## config.mk

```make
export PLATFORM = sky130hd
export DESIGN_NAME = sorted_id_set_table
export DESIGN_NICKNAME = d
export VERILOG_FILES = /design/src/rtl/sist_pkg.sv /design/src/rtl/sist_ctrl.sv /design/src/rtl/sist_dp.sv /design/src/rtl/sorted_id_set_table.sv
export SDC_FILE = /design/constraint.sdc
export NUM_CORES = 2
export LEC_CHECK = 0
export BUFFER_PORTS_ARGS = -buffer_cell sky130_fd_sc_hd__buf_2
export CAP_MARGIN = 0
export CORE_ASPECT_RATIO = 1.2
export CORE_MARGIN = 5
export CORE_UTILIZATION = 46
export CTS_BUF_LIST = sky130_fd_sc_hd__clkbuf_4 sky130_fd_sc_hd__clkbuf_8
export DETAILED_ROUTE_END_ITERATION = 12
export SYNTH_ARGS = -nofsm -noshare
export SYNTH_HDL_FRONTEND = slang
export SYNTH_SLANG_ARGS = --single-unit
```

## constraint.sdc

```tcl
create_clock -name i_clk -period 12.6 [get_ports i_clk]
set_clock_uncertainty 0.1 [all_clocks]
set_input_delay 2.52 -clock i_clk [delete_from_list [all_inputs] [get_ports i_clk]]
set_output_delay 2.52 -clock i_clk [all_outputs]
set_load 0.1 [all_outputs]
```

## src/rtl/sist_pkg.sv

```systemverilog
// Shared types and constants for the sorted identifier set table.
// Used by sist_ctrl, sist_dp and sorted_id_set_table; depends on nothing else.
package sist_pkg;

    localparam int OP_W    = 2;
    localparam int COUNT_W = 5;

    localparam logic [OP_W-1:0] OP_INSERT = 2'd0;
    localparam logic [OP_W-1:0] OP_REMOVE = 2'd1;
    localparam logic [OP_W-1:0] OP_QUERY  = 2'd2;

    typedef logic [OP_W-1:0] t_opcode;

    // Commands from the controller to the datapath.
    typedef struct packed {
        logic load;     // capture the incoming item
        logic compare;  // register the per-entry compare flags
        logic update;   // apply the operation and load the result register
    } t_dp_cmd;

endpackage

```

## src/rtl/sist_ctrl.sv

```systemverilog
// Controller for the sorted identifier set table: sequences compare and update.
// Depends on sist_pkg.
module sist_ctrl (
    input  logic              i_clk,
    input  logic              i_rst_n,
    input  logic              i_valid,
    input  logic              i_ready,
    output logic              o_ready,
    output logic              o_valid,
    output sist_pkg::t_dp_cmd o_cmd
);
    import sist_pkg::*;

    typedef enum logic [1:0] {
        ST_IDLE,
        ST_CMP,
        ST_UPD
    } t_state;

    t_state r_state;
    t_state n_state;
    logic   r_out_valid;
    logic   n_out_valid;
    logic   upd_go;
    logic   accept;

    // The update may proceed once the result register is free or being emptied.
    assign upd_go  = (r_state == ST_UPD) && (!r_out_valid || i_ready);
    assign o_ready = (r_state == ST_IDLE) || upd_go;
    assign accept  = i_valid && o_ready;
    assign o_valid = r_out_valid;

    always_comb begin
        o_cmd.load    = accept;
        o_cmd.compare = (r_state == ST_CMP);
        o_cmd.update  = upd_go;
    end

    always_comb begin
        n_state     = r_state;
        n_out_valid = r_out_valid && !i_ready;
        unique case (r_state)
            ST_IDLE: begin
                if (accept) begin
                    n_state = ST_CMP;
                end
            end
            ST_CMP: begin
                n_state = ST_UPD;
            end
            ST_UPD: begin
                if (upd_go) begin
                    n_out_valid = 1'b1;
                    n_state     = accept ? ST_CMP : ST_IDLE;
                end
            end
            default: begin
                n_state = ST_IDLE;
            end
        endcase
    end

    always_ff @(posedge i_clk) begin
        if (!i_rst_n) begin
            r_state     <= ST_IDLE;
            r_out_valid <= 1'b0;
        end else begin
            r_state     <= n_state;
            r_out_valid <= n_out_valid;
        end
    end

endmodule

```

## src/rtl/sist_dp.sv

```systemverilog
// Datapath for the sorted identifier set table: a row of key cells that compare
// in parallel and shift one place on insert or remove. Depends on sist_pkg.
module sist_dp #(
    parameter int CAPACITY = 16,
    parameter int KEY_BITS = 32
) (
    input  logic                           i_clk,
    input  logic                           i_rst_n,
    input  sist_pkg::t_dp_cmd              i_cmd,
    input  sist_pkg::t_opcode              i_opcode,
    input  logic [KEY_BITS-1:0]            i_key,
    output logic                           o_was_present,
    output logic [sist_pkg::COUNT_W-1:0]   o_entry_count,
    output logic                           o_full_reject
);
    import sist_pkg::*;

    localparam int CNT_W = $clog2(CAPACITY + 1);

    logic [KEY_BITS-1:0] r_cells [CAPACITY];
    logic [KEY_BITS-1:0] n_cells [CAPACITY];
    logic [CNT_W-1:0]    r_count;
    logic [CNT_W-1:0]    n_count;
    t_opcode             r_op;
    logic [KEY_BITS-1:0] r_key;
    logic [CAPACITY-1:0] r_lt;
    logic [CAPACITY-1:0] r_eq;
    logic [CAPACITY-1:0] lt;
    logic [CAPACITY-1:0] eq;
    logic                present;
    logic                full;
    logic                do_ins;
    logic                do_rem;
    logic                reject;
    logic                r_present;
    logic                r_reject;
    logic [COUNT_W-1:0]  r_out_count;

    // Each cell only compares when it lies below the fill count.
    for (genvar g = 0; g < CAPACITY; g++) begin : g_cell
        localparam logic [CNT_W-1:0] IDX = CNT_W'(g);
        logic valid;
        logic lt_prev;
        assign valid   = r_count > IDX;
        assign lt[g]   = valid && (r_cells[g] < r_key);
        assign eq[g]   = valid && (r_cells[g] == r_key);
        if (g == 0) begin : g_first
            assign lt_prev = 1'b1;
        end else begin : g_rest
            assign lt_prev = r_lt[g-1];
        end

        always_comb begin
            n_cells[g] = r_cells[g];
            if (do_ins && !r_lt[g]) begin
                if (lt_prev) begin
                    n_cells[g] = r_key;
                end else if (g > 0) begin
                    n_cells[g] = r_cells[(g > 0) ? g - 1 : 0];
                end
            end else if (do_rem && !r_lt[g] && (g < CAPACITY - 1)) begin
                n_cells[g] = r_cells[(g < CAPACITY - 1) ? g + 1 : g];
            end
        end
    end

    assign present = |r_eq;
    assign full    = (r_count == CNT_W'(CAPACITY));
    assign do_ins  = (r_op == OP_INSERT) && !present && !full;
    assign reject  = (r_op == OP_INSERT) && !present && full;
    assign do_rem  = (r_op == OP_REMOVE) && present;

    always_comb begin
        n_count = r_count;
        if (do_ins) begin
            n_count = r_count + CNT_W'(1);
        end else if (do_rem) begin
            n_count = r_count - CNT_W'(1);
        end
    end

    always_ff @(posedge i_clk) begin
        if (i_cmd.load) begin
            r_op  <= i_opcode;
            r_key <= i_key;
        end
        if (i_cmd.compare) begin
            r_lt <= lt;
            r_eq <= eq;
        end
        if (i_cmd.update) begin
            r_cells     <= n_cells;
            r_present   <= present;
            r_reject    <= reject;
            r_out_count <= COUNT_W'(n_count);
        end
    end

    always_ff @(posedge i_clk) begin
        if (!i_rst_n) begin
            r_count <= '0;
        end else if (i_cmd.update) begin
            r_count <= n_count;
        end
    end

    assign o_was_present = r_present;
    assign o_entry_count = r_out_count;
    assign o_full_reject = r_reject;

endmodule

```

## src/rtl/sorted_id_set_table.sv

```systemverilog
// Top level of the sorted identifier set table: controller plus cell datapath.
// Depends on sist_pkg, sist_ctrl and sist_dp.
//
//   Channel  Handshake          Payload
//   input    i_valid / o_ready  i_opcode, i_key
//   output   o_valid / i_ready  o_was_present, o_entry_count, o_full_reject
//
// Each item passes through a compare state, which checks the key against every
// cell at once, and an update state, which shifts the row and loads the result
// register. A new item can be taken in the update state of the one before it.
// The update waits while an earlier result is still held in the output register.
// In the datapath, reset clears only the fill count; cell contents are meaningless until written.
module sorted_id_set_table #(
    parameter int CAPACITY = 16,
    parameter int KEY_BITS = 32
) (
    input  logic                         i_clk,
    input  logic                         i_rst_n,
    input  logic                         i_valid,
    output logic                         o_ready,
    input  sist_pkg::t_opcode            i_opcode,
    input  logic [KEY_BITS-1:0]          i_key,
    output logic                         o_valid,
    input  logic                         i_ready,
    output logic                         o_was_present,
    output logic [sist_pkg::COUNT_W-1:0] o_entry_count,
    output logic                         o_full_reject
);
    import sist_pkg::*;

    t_dp_cmd cmd;

    sist_ctrl u_ctrl (
        .i_clk   (i_clk),
        .i_rst_n (i_rst_n),
        .i_valid (i_valid),
        .i_ready (i_ready),
        .o_ready (o_ready),
        .o_valid (o_valid),
        .o_cmd   (cmd)
    );

    sist_dp #(
        .CAPACITY (CAPACITY),
        .KEY_BITS (KEY_BITS)
    ) u_dp (
        .i_clk         (i_clk),
        .i_rst_n       (i_rst_n),
        .i_cmd         (cmd),
        .i_opcode      (i_opcode),
        .i_key         (i_key),
        .o_was_present (o_was_present),
        .o_entry_count (o_entry_count),
        .o_full_reject (o_full_reject)
    );

endmodule

```

-- Word-level counts from Yosys, hierarchy flattened
Index checks and enable logic that the tools add are counted.
- flip-flop bits (word level): 593
- input port bits: 38
- output and inout port bits: 9
- word-level logic and storage cells: 262
- $add $sub $neg: 2
- $lt $le $gt $ge: 32
- equality and inequality tests: 22
- mux-type cells: 53
- reduce and logical (&&, ||, !) cells: 127
- operator list (operator ; count):
    $mux 32 ; 45
    $eq 32x32->1 ; 16
    $lt 32x32->1 ; 16
    $logic_and 1x1->1 ; 70
    $gt 5x4->1 const B ; 8
    $reduce_and 2->1 ; 17
    $reduce_bool 2->1 ; 15
    $gt 5x3->1 const B ; 4
    $logic_not 1->1 ; 20
    $reduce_or 16->1 ; 1
    $gt 5x1->1 const B ; 2
    $gt 5x2->1 const B ; 2
    $mux 5 ; 2
    $pmux 2 s3 ; 1
    $add 5x1->5 const B ; 1
    $eq 5x5->1 const B ; 1
    $sub 5x1->5 const B ; 1
    $eq 2x1->1 const B ; 2
    $logic_not 2->1 ; 2
    $mux 2 ; 2
    $ne 2x1->1 const B ; 2
    $mux 1 ; 3
    $eq 2x2->1 const B ; 1
    $logic_or 1x1->1 ; 2

-- Longest topological paths before layout
- word-level depth: 8
- gate-level depth with buffers: 12
- gate-level depth less buffers: 7

-- By module
Synthesis repeated with hierarchy kept, for this count alone.
- cell total of the unflattened synthesis: 3706
- area total of the unflattened synthesis: 39912.0 um^2
- modules (own cells, without submodules) (module ; instances ; cells each ; area an instance (um^2) ; sequential area each (um^2)):
    sist_dp ; 1 ; 3689 ; 39736.9 ; 17666.9
    sist_ctrl ; 1 ; 17 ; 175.2 ; 60.1

-- Least setup slack after synthesis
OpenSTA, ideal clock, no wires.
- path kind: input port to output port
- start: in i_ready
- end: out o_ready
- arrival time: 4.136 ns
- data required time: 9.980 ns
- path slack: 5.844 ns
- cell stages on the path: 2
- buffers on the path: 0
- cells stage by stage: nor2b_1 -> a21oi_1
- word-level cells in the longest chain between the ends: 3
- RTL lines (what ; line ; RTL):
    start, declared ; sorted_id_set_table.sv:24 ; input logic i_ready,
    $logic_or 1x1->1 ; sist_ctrl.sv:28 ; assign upd_go = (r_state == ST_UPD) && (!r_out_valid || i_ready);
    $logic_and 1x1->1 ; sist_ctrl.sv:28 ;
    $logic_or 1x1->1 ; sist_ctrl.sv:29 ; assign o_ready = (r_state == ST_IDLE) || upd_go;
    end, declared ; sorted_id_set_table.sv:20 ; output logic o_ready,
No other way between the ends.

-- Worst setup path in the final report
Same ends and word-level chain as after synthesis.

==> impl_metrics.env <==
export IMPL_synth_nets=4257
export IMPL_ys_seq_elements=593
export IMPL_syn_inst=3702
export IMPL_fin_crit_ps=5980
export IMPL_setup_violations=0
export IMPL_power_density_nw_per_um2=102
export IMPL_layout_worst_path_cycle_share_pct=47.5
export IMPL_synth_edf_count=585
export IMPL_yosys_warnings=0
export IMPL_die_area_um2=92500
export IMPL_path_class="input pin to primary output"
export IMPL_met3_usage_pct=2.59
export IMPL_routed_wl_mm=111
export IMPL_cpMaxStageDelayCell="buf_2"
export IMPL_cts_resized_gates=0
export IMPL_grtUsageMet2_pct=41.4
export IMPL_cp_slowest_stage_delay_ps=480
export IMPL_worst_pin_slew_ps=1330
export IMPL_syn_avg_cell_area_um2=10.8
export IMPL_port_buffers=46
export IMPL_fmax_mhz=167
export IMPL_fin_tns_setup_ps=0
export IMPL_hold_viol_final=0
export IMPL_cts_tree="built"
export IMPL_antenna_left=0
export IMPL_drive_gt1_share_pct=9.54
export IMPL_place_gp_congestion=0.848
export IMPL_htree_num_levels=3
export IMPL_io_pins=47
export IMPL_final_cell_mix="585 x edfxtp_1, 579 x a21oi_1, 517 x ha_1"
export IMPL_dp_hpwl_mm=83.3
export IMPL_remaining_drc_errors=0
export IMPL_endpoint_kind="primary output"
export IMPL_rsz0062_at_grt="no"
export IMPL_startpoint_type="input pin"
export IMPL_core_area_um2=86100
export IMPL_clock_sinks=593
export IMPL_critPathMostFrequentCell="buf_2"
export IMPL_fin_cells=4915
export IMPL_drt_initial_drc_count=1948
export IMPL_p_leak_uw=0.0172
export IMPL_die_w_um=279
export IMPL_crit_buf_inv=2
export IMPL_cts_made_buffers=107
export IMPL_synth_area_um2=39800
export IMPL_area_delta_synth_final_pct=8.28
export IMPL_layout_nets=4243
export IMPL_yosys_most_used_dff="edfxtp_1"
export IMPL_initial_core_util_pct=46.2
export IMPL_die_height_um=332
export IMPL_postCtsHoldBufs=0
export IMPL_totalPowerFinal_uw=4410
export IMPL_num_rows=118
export IMPL_grt_pass1_wl_mm=171
export IMPL_grtUsageMet1_pct=29.1
export IMPL_outcome="finished, final reports clean"
export IMPL_cp_cell_sequence="buf_2 -> nor2b_1 -> a21oi_1 -> buf_2"
export IMPL_clk_latency_ps=750
export IMPL_grt_max_degree=65
export IMPL_ctsLongestPathBuffers=3
export IMPL_async_reset_ff_share_pct=0
export IMPL_top_usage_layer="met2"
export IMPL_track_usage_pct=23.3
export IMPL_clk_pin_slew_ps=60
export IMPL_synth_distinct_cells=71
export IMPL_critical_path_top_delay_family="buffers and inverters"
export IMPL_antenna_found_initial=1
export IMPL_slew_headroom_pct=9.02
export IMPL_grt_ovfl_total=0
export IMPL_hold_class="register to register"
export IMPL_viasPerCell=5.93
export IMPL_max_vdd_ir_drop_mv=0.0611
export IMPL_final_common_cell="edfxtp_1"
export IMPL_post_drt_wl_per_cell_um=22.6
export IMPL_grt_pass1_vias=30000
export IMPL_yosysSeqAreaShare_pct=44.5
export IMPL_drt_first_pass_iters=6
export IMPL_placed_cells=4719
export IMPL_crit_required_ps=9980
export IMPL_drv_cap=0
export IMPL_vias=29200
export IMPL_cp_max_fo=4
export IMPL_post_cts_buffers=0
export IMPL_arrival_ps=3360
export IMPL_slew_viol_final=0
export IMPL_cts_root_buf="clkbuf_8"
==> power breakdown <==
part | switching [uW] | total [uW] | internal (uW) | leakage [uW]
clock | 885 | 1800 | 917 | 0.00107
sequential | 39.5 | 2210 | 2170 | 0.00537
combinational | 250 | 405 | 154 | 0.0108
==> final timing paths <==
kind / slack (ps) / depth (start not counted) / endpoint / from
setup / recovery: 6620 / 4 / o_ready / i_ready
hold / removal: 450 / 3 / u_ctrl.r_state[1] / u_ctrl.r_state[0]
setup reg to reg: 8500 / 7 / u_dp.r_cells[499] / u_dp.r_eq[0]
hold reg to reg: 450 / 3 / u_ctrl.r_state[1] / u_ctrl.r_state[0]
==> synthesized netlist by cell type (all sizes together) (33+ instances only) <==
| library cell | number | area share [%] |
|---|---|---|
| nand2 | 179 | 1.7 |
| buf | 72 | 0.96 |
| edfxtp | 585 | 44 |
| inv | 60 | 0.57 |
| a21oi | 579 | 7.3 |
| o21ai | 112 | 1.4 |
| a21o | 39 | 0.74 |
| nor2 | 447 | 4.2 |
| ha | 517 | 16 |
| clkbuf | 154 | 1.5 |
| nand4 | 94 | 1.5 |
| nand3 | 55 | 0.69 |
| mux2i | 451 | 11 |
| mux2 | 63 | 1.8 |
| nor3 | 33 | 0.72 |
==> cells by family (layout without fill, tap and decap cells) <==
logic type | count (synthesis) | after routing | synth area share (%)
AOI/OAI and AO/OA | 863 | 863 | 12.1
xor gates and xnor gates | 3 | 3 | 0.0660
adders and majority gates | 517 | 517 | 16.3
buffers and inverters | 286 | 358 | 2.97
DFF | 593 | 593 | 44.5
muxes | 514 | 514 | 13.1
other | 0 | 1 | 0
and+or+nand+nor | 926 | 926 | 10.9
==> per-layer routing <==
metal	vias to the layer above	share of wire, %
met5	-	0
met4	0	3.5
met3	230	3.3
met2	585	50
met1	14300	43
li1	14000	-
==> registers in the layout, indices dropped and copies added, names as in the netlist <==
name	flops
u_ctrl.o_valid	1
u_ctrl.r_state	2
u_dp.o_entry_count	5
u_dp.o_full_reject	1
u_dp.o_was_present	1
u_dp.r_cells	512
u_dp.r_count	5
u_dp.r_eq	16
u_dp.r_key	32
u_dp.r_lt	16
u_dp.r_op	2
==> per-stage QoR <==
step / instance area [um2] / hold slack (ps) / utilization [%] / setup slack, ps
final: 43100 / 447 / 50.1 / 6620
after global routing: 43100 / 475 / 50.1 / 6550
after CTS: 43100 / 449 / 50.1 / 6610
after detailed placement: 41100 / 435 / 47.7 / 6620
after global placement: 41100 / 435 / 47.7 / 6600
after floorplan: 39800 / 388 / - / 5840
==> tightest hold or removal path, delay by kind of cell, from the launching register on <==
kind | cells | cell delay, ps
flops | 1 | 330
simple gates | 3 | 180
==> area by class of cell <==
cell class	count	area [um2]
clock inverter	65	348
timing repair buffer	103	658
tap	1140	1430
multi-input combinational	2823	21000
antenna	1	2.50
sequential	593	17700
clock buffer	130	1680
fill	7960	43000
inverter	60	225
No activity file was read; power rests on OpenSTA's default activity.
